<file path="config.mk">
export PLATFORM = sky130hd
export DESIGN_NAME = swm_merge
export DESIGN_NICKNAME = d
export VERILOG_FILES = /design/src/hw/rtl/swm_pkg.sv /design/src/hw/rtl/swm_merge.sv
export SDC_FILE = /design/constraint.sdc
export NUM_CORES = 1
export LEC_CHECK = 0
export BUFFER_PORTS_ARGS = -buffer_cell sky130_fd_sc_hd__buf_2
export CORE_AREA = 2 2 223 225
export CTS_CLUSTER_DIAMETER = 50
export CTS_CLUSTER_SIZE = 25
export DETAILED_ROUTE_END_ITERATION = 10
export DIE_AREA = 0 0 225 227
export PLACE_DENSITY = 0.57
export SYNTH_ARGS = -nofsm -noshare
export SYNTH_HDL_FRONTEND = slang
export SYNTH_SLANG_ARGS = --single-unit
export TNS_END_PERCENT = 5
</file>
<file path="constraint.sdc">
create_clock -name clk -period 4.7 [get_ports clk]
set_input_delay 0 -clock clk [delete_from_list [all_inputs] [get_ports clk]]
set_output_delay 0 -clock clk [all_outputs]
set_load 0.02 [all_outputs]
</file>
<file path="src/hw/rtl/swm_pkg.sv">
package swm_pkg;

  localparam int MaxSteps = 24;
  localparam int CordicW = 30;
  localparam int ProdW = CordicW - 1 + 30;
  localparam logic [29:0] GainQ30 = 30'd652032874;
  localparam logic [21:0] SpeedMax = 22'd262143;
  localparam int MagShift = 38;

  typedef enum logic [1:0] {
    REG_HALF_LENGTH = 2'd0,
    REG_HALF_WIDTH  = 2'd1,
    REG_STOP_THRESH = 2'd2
  } swm_reg_t;

  typedef struct packed {
    logic [ProdW-1:0] prod;
    logic [31:0]      z;
    logic [15:0]      cur;
  } swm_lane_res_t;

  function automatic logic [31:0] atan_turn(input int i);
    logic [31:0] r;
    case (i)
      0: r = 32'd536870912;
      1: r = 32'd316933406;
      2: r = 32'd167458907;
      3: r = 32'd85004756;
      4: r = 32'd42667331;
      5: r = 32'd21354465;
      6: r = 32'd10679838;
      7: r = 32'd5340245;
      8: r = 32'd2670163;
      9: r = 32'd1335087;
      10: r = 32'd667544;
      11: r = 32'd333772;
      12: r = 32'd166886;
      13: r = 32'd83443;
      14: r = 32'd41722;
      15: r = 32'd20861;
      16: r = 32'd10430;
      17: r = 32'd5215;
      18: r = 32'd2608;
      19: r = 32'd1304;
      20: r = 32'd652;
      21: r = 32'd326;
      22: r = 32'd163;
      23: r = 32'd81;
      default: r = 32'd0;
    endcase
    return r;
  endfunction

endpackage

</file>
<file path="src/hw/rtl/swm_merge.sv">
module swm_merge import swm_pkg::*; (
  input  logic                clk,
  input  logic                en,
  input  logic [7:0]          stop_threshold,
  input  swm_lane_res_t       res [0:3],
  output logic [15:0]         steer_angle [0:3],
  output logic signed [18:0]  wheel_speed [0:3]
);

  logic [21:0] mag [0:3];
  logic [15:0] tgt [0:3];
  logic [15:0] err [0:3];
  logic [31:0] zr [0:3];
  logic flip [0:3];
  logic [15:0] ang_next [0:3];
  logic signed [18:0] spd_next [0:3];

  always_comb begin
    for (int k = 0; k < 4; k++) begin
      mag[k] = 22'((res[k].prod + (ProdW'(1) << (MagShift - 1))) >> MagShift);
      if (mag[k] > SpeedMax) mag[k] = SpeedMax;
      zr[k] = res[k].z + 32'h0000_8000;
      tgt[k] = zr[k][31:16];
      err[k] = tgt[k] - res[k].cur;
      flip[k] = ($signed(err[k]) > 16'sd16384) || ($signed(err[k]) < -16'sd16384);
      if (mag[k] <= 22'(stop_threshold)) begin
        ang_next[k] = res[k].cur;
        spd_next[k] = '0;
      end else if (flip[k]) begin
        ang_next[k] = tgt[k] + 16'h8000;
        spd_next[k] = -$signed(mag[k][18:0]);
      end else begin
        ang_next[k] = tgt[k];
        spd_next[k] = $signed(mag[k][18:0]);
      end
    end
  end

  always_ff @(posedge clk) begin
    if (en) begin
      steer_angle <= ang_next;
      wheel_speed <= spd_next;
    end
  end

endmodule

</file>
==> impl_metrics.csv, run 1 <==
group,metric,value,unit
floorplan,die_h,227,microns
place,place_inst,2819,
sta,worst_pin_slew,0.888,ns
grt,grt.total_usage,20.8,%
place,portBuffers,369,
worst_setup_path,cp-end-kind,"flop",
worst_setup_path,cpMostUsedCell,"nand2_1",
synthesis,yosys.area.top_type_share,27.5,%
synthesis,synth_compound_area_share,18.2,%
synthesis,syn_area_per_cell,8.29,sq um
layout,drive_gt1_share,23.6,%
sta,fmax,214,MHz
pwr,intPower,3.22,mW
pwr,pwr-share-seq,32.8,%
synthesis,synth_common_cells,"nand2_1 (170), nor2_1 (161), edfxtp_1 (140), a21oi_1 (125), inv_1 (121)",
synthesis,synth_flop_cell,"edfxtp_1",
synthesis,synthTopCellsByArea,"edfxtp_1 (27%), ha_1 (8.5%), xnor2_1 (5.3%)",
worst_setup_path,crit_type,"input port to flop",
synthesis,synth_nets,2391,
worst_setup_path,crit_path_end,"steer_angle[48]$_DFFE_PP_",
cts,ctsRootBufferMaster,"clkbuf_16",
floorplan,start_util,31.5,%
floorplan,ioPinCount,578,
grt,first_global_vias,15100,
worst_setup_path,worst_path_max_delay_cell,"dlygate4sd3_1",
run,maxCapViolCount,0,
cts,cts_inserted_buffers,17,
routing,vias,15800,
cts,cts_buffer_depth,2,
sta,hold_violations,0,
sta,period_minus_slack,4.67,ns
synthesis,synth_top_area_cell,"edfxtp_1",
pwr,switchingPower,1.97,mW
synthesis,synth_top_family_by_area,"simple AND/OR/NAND/NOR gates",
synthesis,synth-simple-area-share,25.9,%
pwr,p_sw_share,37.9,%
routing,routed_wirelength,53700,microns
cts,path_clk_slew,0.06,ns
synthesis,synthArstFlopShare,0,%
synthesis,yosysSeqAreaShare,27.5,%
sta,relSlewSlack,40.6,%
routing,viasPerCell,5.37,
run_status,status,"completed",
routing,drt_iter0_markers,1184,
layout,area_growth_syn_to_layout,27.7,%
worst_setup_path,slowest_delay,0.58,ns
worst_setup_path,startpoint,"res[416]",
cts,cts.sinks,140,
floorplan,row_count,81,
hold_path,hold_path.class,"input port to flop",
routing,dr.pass1.iters,8,
layout,stdcell_count,2943,
pwr,p_clk_share,26.0,%
worst_setup_path,worst_ep_arrival_time,4.90,ns
routing,wire_per_inst,18.2,microns
synthesis,yosys.area_share.xor_xnor,8.89,%
cts,htreeDepth,4,
sta,finalSetupViolations,0,
pwr,p_total,5.20,mW
routing,postRouteAntennaNets,0,
pwr,ir_worst_vdd,210,uV
layout,fin_nets,2851,
worst_setup_path,cp.required,4.93,ns
synthesis,syn_inst,1845,
synthesis,yosysMostFrequentCell,"nand2_1",
floorplan,die_w,225,microns
cts,cts_tree,"built",
cts,postCtsSetupRepairBufs,0,
sta,rsz0062_at_grt,"true",
grt,grt_overflow,0,
synthesis,ys_ff_latch,140,
synthesis,synth.distinct_cells,85,
pwr,p_leak,8.01,nW
grt,grt_pass1_wl,82300,microns
worst_setup_path,critical_path.max_fanout,15,
floorplan,core_area,0.0485,sq mm
synthesis,synth_mux_area_share,5.66,%
worst_setup_path,start_kind,"input port",
routing,drc,0,
place,place_congestion,0.908,
synthesis,synth_fa_ha_area_share,9.04,%
synthesis,yosysWarnings,0,
floorplan,dieArea,0.0511,sq mm
pwr,power_density,266,mW/mm^2
grt,antenna_found_initial,11,
sta,timing.final.crit_share,99.3,%
worst_setup_path,cp_cell_sequence,"dlygate4sd3_1 > buf_2 > and4_1 > nand2_1 > nor4_1 > o211ai_1 > nand2_1 > nand2_1 > ha_1 > a2111oi_0 > a21oi_1 > o21ai_0 > nand2b_1 > o21ai_0 > and4b_1 > buf_4 > mux2_2 > dlygate4sd3_1",
pwr,power_frac_comb,41.2,%
sta,slew_violations,0,
synthesis,syn_area,0.0153,sq mm
grt,grt_max_degree,72,
place,dp_hpwl,42700,microns
synthesis,synth_edf_count,140,
==> repair_timing <==
| action | 4_1_cts | 5_1_grt |
|---|---|---|
| hold endpoints to repair | 67 | 0 |
| setup endpoints to repair | 0 | 4 |
| resized for setup | 0 | 2 |
| hold buffers | 89 | 0 |
==> state kept, by name, summed over array words and instances, names as in the netlist <==
name         cells
steer_angle     64
wheel_speed     76
==> layout by cell type, fill, tap and decap left out, types with 7 or more instances in the layout <==
master           n
buf_2          368
nand2_1        170
nor2_1         161
edfxtp_1       140
a21oi_1        125
inv_1          121
ha_1           104
xnor2_1         93
o21ai_0         92
dlygate4sd3_1   89
nand3_1         84
mux2_2          59
xor2_1          57
nor3_1          55
nand4_1         50
buf_4           40
and3_1          39
nand2b_1        27
nor2b_1         23
o211ai_1        22
or3_1           20
o21a_1          19
and2_1          18
mux2i_1         18
or2_2           17
a211oi_1        17
clkbuf_16       17
nor4_1          16
and4_1          15
a2111oi_0       15
nor3b_1         14
o2111ai_1       13
o22ai_1         11
a31oi_1         11
o31ai_1         10
nor4b_1          9
a21o_1           9
o41ai_1          7
nand4b_1         7
==> power groups by stage <==
stage          sequential, mW  combinational (mW)  clock (mW)
3_5_place_dp             1.73                2.07           0
5_1_grt                  1.72                2.36        1.44
3_3_place_gp             1.72                2.06           0
4_1_cts                  1.71                2.14        1.41
6_report                 1.70                2.14        1.35
2_1_floorplan            1.97                1.06           0
==> logic make-up (layout without fill, tap and decap cells) <==
family                   count (synthesis)  count (layout)
adder cells (fa/ha/maj)                108             108
buffers and inverters                  183             655
flip-flops                             140             140
multiplexers                            79              79
AND/OR/NAND/NOR                        758             758
other                                    0               4
XOR/XNOR                               152             152
AO/OA/AOI/OAI                          425             425
==> stage by stage <==
step | worst slack (ns) | cell area [sq um] | hold slack (ns) | TNS (ns) | utilization [%]
global placement | 0.113 | 18100 | 0.308 | 0 | 37.2
CTS | 0.109 | 19500 | 0.000998 | 0 | 40.2
detailed placement | 0.121 | 18100 | 0.318 | 0 | 37.2
finish | 0.0349 | 19500 | 0.0161 | 0 | 40.2
floorplan | 0.441 | 15300 | 0.112 | 0 | -
global route | -0.101 | 19500 | 0.0358 | -0.101 | 40.2
==> layout make-up <==
type	count	area, sq um
antenna	4	10.0
clock buffer	19	433
clock inverter	12	118
fill	4945	29000
inverter	121	454
multi-input combinational	1522	10400
sequential	140	4200
tap	622	778
timing repair buffer	503	3140
==> per-layer routing <==
metal	vias to the layer above	wire (microns)	GRT usage [%]
met3	84	4300	6.08
met4	16	1260	7.46
li1	7810	-	-
met2	541	24100	33.1
met5	-	106	0
met1	7342	24000	26.8
==> worst min-delay path by stage <==
| stage | from | endpoint | slack [ns] | cells after the start |
|---|---|---|---|---|
| 2_1_floorplan | en | steer_angle[0]$_DFFE_PP_ | 0.11 | 0 |
| 3_3_place_gp | res[336] | steer_angle[63]$_DFFE_PP_ | 0.31 | 3 |
| 3_5_place_dp | res[121] | steer_angle[30]$_DFFE_PP_ | 0.32 | 2 |
| 4_1_cts | res[150] | steer_angle[27]$_DFFE_PP_ | 0.001 | 3 |
| 5_1_grt | res[260] | steer_angle[46]$_DFFE_PP_ | 0.04 | 3 |
| 6_report | en | steer_angle[21]$_DFFE_PP_ | 0.02 | 1 |
==> critical path, delay by kind of cell <==
family          cells  cell delay, ns
simple gates        7            1.66
fa+ha+maj           1            0.34
buf+inv             4            1.49
compound gates      5            1.02
mux                 1            0.38
Power figures use the tool's default switching activity.
==> run 2: changes to the inputs <==
Settings changed: CORE_AREA 2 2 223 225 to 2 2 224 226, DIE_AREA 0 0 225 227 to 0 0 226 228.
==> run 2 against run 1 <==
Effect of this change: the run now ends with hold timing left; clock-buffer cell count fell by 2; via count rose by 1.4%; global-route usage barely moved; critical path depth rose by 1; die area rose by 0.89%; clock power rose by 6%; setup slack improved by 0.21 ns; final cell count rose by 1.7%; non-clock buffer count fell by 1; sequential share of layout area fell by 0.099 points; first-iteration DRC count fell by 2.0%; combinational power barely moved; critical endpoint is now steer_angle[59]$_DFFE_PP_.
==> impl_metrics.csv, run 2 (same netlist as run 1, synthesis figures left out) <==
group,metric,value,unit
cts,cts_buffer_depth,2,
worst_setup_path,crit_path_end,"steer_angle[59]$_DFFE_PP_",
grt,grt_overflow,0,
cts,path_clk_slew,0.07,ns
layout,fin_nets,2850,
layout,stdcell_count,2993,
layout,final_common_cell,"buf_2",
layout,mostFrequentLayoutCells,"buf_2 (368), nand2_1 (170), nor2_1 (161)",
pwr,p_sw_share,39.2,%
sta,relSlewSlack,47.2,%
cts,htreeDepth,4,
worst_setup_path,start_kind,"input port",
grt,first_global_vias,15100,
layout,final_util,39.7,%
sta,slew_violations,0,
worst_setup_path,worst_ep_arrival_time,4.70,ns
grt,grt_pass1_wl,83300,microns
grt,antenna_found_initial,11,
pwr,ir_worst_vdd,209,uV
layout,top_register,"wheel_speed",
pwr,power_frac_comb,40.7,%
worst_setup_path,cp-end-kind,"flop",
routing,drt_iter0_markers,1160,
run,maxCapViolCount,0,
routing,drc,0,
sta,rsz0062_at_grt,"true",
sta,fmax,225,MHz
hold_path,whs_path_depth,1,
place,portBuffers,369,
grt,grt_max_degree,79,
grt,grtUsageMet3,5.33,%
routing,postRouteAntennaNets,0,
sta,finalSetupViolations,0,
worst_setup_path,cp.buffers_inverters,4,
layout,multi_input_area,0.0104,sq mm
worst_setup_path,crit_family,"buffers and inverters",
worst_setup_path,worst_path_max_delay_cell,"a2111oi_1",
pwr,intPower,3.20,mW
floorplan,ioPinCount,578,
worst_setup_path,cp_cell_sequence,"dlygate4sd3_1 > buf_2 > and3_1 > and2_1 > and3_1 > a2111oi_1 > nor2_1 > nor2_1 > ha_1 > nor2b_1 > o211ai_1 > a21oi_1 > o21ai_0 > nand2b_1 > o21ai_0 > nand4b_1 > buf_4 > mux2_2 > dlygate4sd3_1",
routing,dr.pass1.iters,6,
routing,routed_wirelength,54400,microns
routing,viasPerCell,5.35,
place,place_ws,-0.132,ns
run_status,status,"finished with violations",
cts,cts.sinks,140,
layout,fill_cells,5044,
sta,worst_pin_slew,0.773,ns
grt,grt_use_met2,33.7,%
worst_setup_path,cp.required,4.94,ns
pwr,power_density,269,mW/mm^2
grt,grt.total_usage,20.7,%
place,dp_hpwl,43200,microns
floorplan,die_h,228,microns
worst_setup_path,critical_path.max_fanout,17,
grt,grt_util_met1,27.0,%
routing,wire_per_inst,18.2,microns
sta,timing.final.crit_share,94.7,%
run_status,violations,"hold timing",
place,place_area,0.0181,sq mm
place,place_congestion,0.887,
worst_setup_path,crit_type,"input port to flop",
layout,top_regs,"wheel_speed: 76 flops, steer_angle: 64 flops",
sta,finalWorstSetupSlack,0.247,ns
layout,area_growth_syn_to_layout,28.3,%
worst_setup_path,slowest_delay,0.65,ns
pwr,p_clk_share,27.1,%
floorplan,core_area,0.0493,sq mm
pwr,switchingPower,2.06,mW
routing,vias,16000,
worst_setup_path,cp_num_cells,19,
sta,hold_violations,3,
floorplan,dieArea,0.0515,sq mm
floorplan,row_count,82,
floorplan,start_util,31.0,%
grt,grt_busiest_layer,"met2",
pwr,p_leak,8.01,nW
sta,period_minus_slack,4.45,ns
hold_path,hold_path.class,"input port to flop",
layout,largest_reg_flops,76,
cts,cts_tree,"built",
pwr,pwr-share-seq,32.2,%
place,place_inst,2863,
layout,seq_area,0.00420,sq mm
cts,ctsRootBufferMaster,"clkbuf_16",
worst_setup_path,startpoint,"res[421]",
floorplan,die_w,226,microns
sta,fin_hold_ws,-0.0160,ns
layout,drive_gt1_share,23.6,%
layout,stdcell_area,0.0196,sq mm
cts,cts_inserted_buffers,17,
-- run 2: changes by cell type in the layout (fill, tap and decap cells not counted), sizes merged, moves of 2 or more --
| cell | change |
|---|---|
| buf | -4 |
| dlygate4sd3 | +3 |
| clkbuf | -2 |
| clkinv | -2 |
| inv | +7 |
-- run 2: final cells by class --
class | instances | area share [%]
Tap cell | 672 | 4.29
Multi-Input combinational cell | 1522 | 53.0
Antenna cell | 4 | 0.0510
Sequential cell | 140 | 21.4
Clock inverter | 15 | 0.855
Inverter | 121 | 2.32
Clock buffer | 17 | 2.17
Timing Repair Buffer | 502 | 15.9
-- run 2: per-layer routing --
metal	wire length [microns]	vias up
li1	-	7829
met1	24600	7512
met2	24600	573
met3	4030	81
met4	1080	14
met5	94	-
-- run 2: how the worst min path moves through the flow --
| stage | slack, ns | end | startpoint |
|---|---|---|---|
| finish | -0.02 | wheel_speed[60]$_SDFFCE_PP0P_ | en |
| global route | 0.03 | wheel_speed[60]$_SDFFCE_PP0P_ | en |
| CTS | 0.0007 | steer_angle[0]$_DFFE_PP_ | res[32] |
| detailed placement | 0.33 | steer_angle[62]$_DFFE_PP_ | res[335] |
| global placement | 0.31 | steer_angle[63]$_DFFE_PP_ | res[336] |
| floorplan | 0.11 | steer_angle[0]$_DFFE_PP_ | en |
-- run 2: what timing repair did --
action                                  in CTS  in global routing
hold buffers                                92                  0
gates resized for setup                      0                  6
hold endpoints to repair                    68                  0
setup buffers                                0                  2
endpoints found under the setup margin       0                 11
-- run 2: power by group through the flow --
stage | Sequential [mW] | Clock, mW | Combinational [mW]
floorplan | 1.97 | 0 | 1.06
detailed placement | 1.73 | 0 | 2.06
finish | 1.70 | 1.43 | 2.14
CTS | 1.70 | 1.48 | 2.13
global placement | 1.72 | 0 | 2.05
global route | 1.72 | 1.51 | 2.34
-- run 2: per-stage QoR --
| step | total power [mW] | TNS [ns] |
|---|---|---|
| floorplan | 3.04 | 0 |
| global placement | 3.77 | 0 |
| detailed placement | 3.79 | -0.221 |
| CTS | 5.32 | 0 |
| global route | 5.57 | -0.166 |
| finish | 5.27 | 0 |
==> run 3: changes to the inputs <==
Settings changed: RECOVER_POWER from default to 25.
==> run 3 against run 2 <==
Effect of this change: the run ends with capacitance limit, slew limit left; hold slack gained 0.059 ns; core utilization is 0.063 points lower; clock-buffer cell count is the same; flip-flop and latch count unchanged; total power hardly changed; critical path depth did not move; highest routed layer unchanged; largest power group unchanged; global-route usage unchanged; die area stayed put; final cell count did not move; via count down 0.39%; fmax fell by 0.50%; routed wire length is 0.24% higher.
==> impl_metrics.csv, run 3 (same netlist as run 1, synthesis figures left out) <==
group,metric,value,unit
grt,grt.total_usage,20.7,%
cts,cts_buffer_depth,2,
routing,dr.pass1.iters,6,
routing,route.met3.wl,3990,microns
pwr,ir_worst_vdd,209,uV
layout,fin_nets,2850,
layout,stdcell_count,2993,
worst_setup_path,critical_path.max_fanout,17,
grt,antenna_found_initial,11,
cts,ctsRootBufferMaster,"clkbuf_16",
sta,fmax,223,MHz
routing,viasPerCell,5.33,
cts,cts.sinks,140,
place,place_area,0.0181,sq mm
place,place_inst,2863,
hold_path,hold_path.class,"input port to flop",
cts,htreeDepth,4,
routing,drc,0,
routing,postRouteAntennaNets,0,
layout,final_util,39.7,%
floorplan,start_util,31.0,%
layout,drive_gt1_share,22.8,%
floorplan,ioPinCount,578,
routing,dr_wl_met2,24700,microns
grt,first_global_vias,15100,
layout,final_common_cell,"buf_2",
layout,fill_cells,5050,
layout,mostFrequentLayoutCells,"buf_2 (352), nand2_1 (170), nor2_1 (161)",
run_status,violations,"capacitance limit, slew limit",
run,maxCapViolCount,1,
sta,slew_violations,79,
sta,relSlewSlack,-193,%
grt,grt_max_degree,79,
cts,cts_tree,"built",
layout,multi_input_area,0.0104,sq mm
sta,timing.final.crit_share,95.2,%
cts,cts_inserted_buffers,17,
sta,period_minus_slack,4.48,ns
floorplan,die_h,228,microns
worst_setup_path,cp.required,4.94,ns
layout,largest_reg_flops,76,
layout,top_register,"wheel_speed",
floorplan,row_count,82,
routing,wire_per_inst,18.2,microns
pwr,power_density,269,mW/mm^2
place,place_congestion,0.887,
worst_setup_path,start_kind,"input port",
floorplan,core_area,0.0493,sq mm
routing,routed_wirelength,54500,microns
sta,hold_violations,0,
cts,path_clk_slew,0.08,ns
place,dp_hpwl,43200,microns
grt,grt_pass1_wl,83300,microns
layout,top_regs,"wheel_speed: 76 flops, steer_angle: 64 flops",
grt,grt_overflow,0,
routing,met1_length,24700,microns
layout,stdcell_area,0.0196,sq mm
layout,seq_area,0.00420,sq mm
floorplan,dieArea,0.0515,sq mm
worst_setup_path,crit_type,"input port to flop",
place,portBuffers,369,
worst_setup_path,cp-end-kind,"flop",
run_status,status,"finished with violations",
floorplan,die_w,226,microns
routing,drt_iter0_markers,1239,
pwr,p_leak,7.96,nW
sta,rsz0062_at_grt,"true",
sta,fin_hold_ws,0.0429,ns
pwr,p_total,5.27,mW
hold_path,whs_path_depth,4,
routing,vias,15900,
worst_setup_path,worst_ep_arrival_time,4.72,ns
sta,finalSetupViolations,0,
layout,area_growth_syn_to_layout,28.1,%
routing,top_layer,"met5",
sta,worst_pin_slew,4.40,ns
==> run 3: changes by cell type in the layout (fill, tap and decap cells not counted), sizes merged <==
cell    change
buf        -18
clkbuf     +18
==> run 3: path summary, 6_finish.rpt <==
kind | to | slack, ns | start
worst min-delay path | steer_angle[0]$_DFFE_PP_ | 0.04 | res[32]
worst max-delay path | steer_angle[59]$_DFFE_PP_ | 0.22 | res[421]
==> run 3: area by class of cell <==
class,instances,area share [%]
clock buffer,17,2.17
clock inverter,15,0.856
timing repair buffer,502,15.8
multi-input combinational,1522,53.1
sequential,140,21.5
antenna,4,0.0511
inverter,121,2.32
tap,672,4.29
==> run 3: metrics by stage <==
step	worst slack, ns	TNS [ns]
detailed placement	-0.132	-0.221
global route	-0.0566	-0.166
CTS	0.159	0
finish	0.225	0
global placement	0.000767	0
floorplan	0.441	0
==> run 3: routing by layer <==
layer  vias to the layer above  global-route usage (%)
li1                       7814                       -
met1                      7489                    27.0
met2                       550                    33.7
met3                        79                    5.33
met4                        14                    5.90
met5                         -                       0
==> run 3: report_power, final <==
group          internal (mW)  switching [mW]  total [mW]
combinational          0.843            1.29        2.14
clock                  0.712           0.715        1.43
sequential              1.64          0.0597        1.70
==> run 3: worst max-delay path, stage by stage <==
cell and delay, ns:
dlygate4sd3_1 0.53, buf_2 0.15, and3_1 0.16, and2_1 0.18, and3_1 0.23, a2111oi_1 0.66
nor2_1 0.16, nor2_1 0.32, ha_1 0.21, nor2b_1 0.05, o211ai_1 0.16, a21oi_1 0.09
o21ai_0 0.15, nand2b_1 0.07, o21ai_0 0.15, nand4b_1 0.25, buf_4 0.30, mux2_2 0.31
dlygate4sd3_1 0.57
==> run 3: repair_timing <==
| action | 4_1_cts | 5_1_grt |
|---|---|---|
| setup endpoints to repair | 0 | 11 |
| resized for setup | 0 | 6 |
| buffers inserted | 0 | 2 |
| endpoints found under the hold margin | 68 | 0 |
| hold buffers | 92 | 0 |
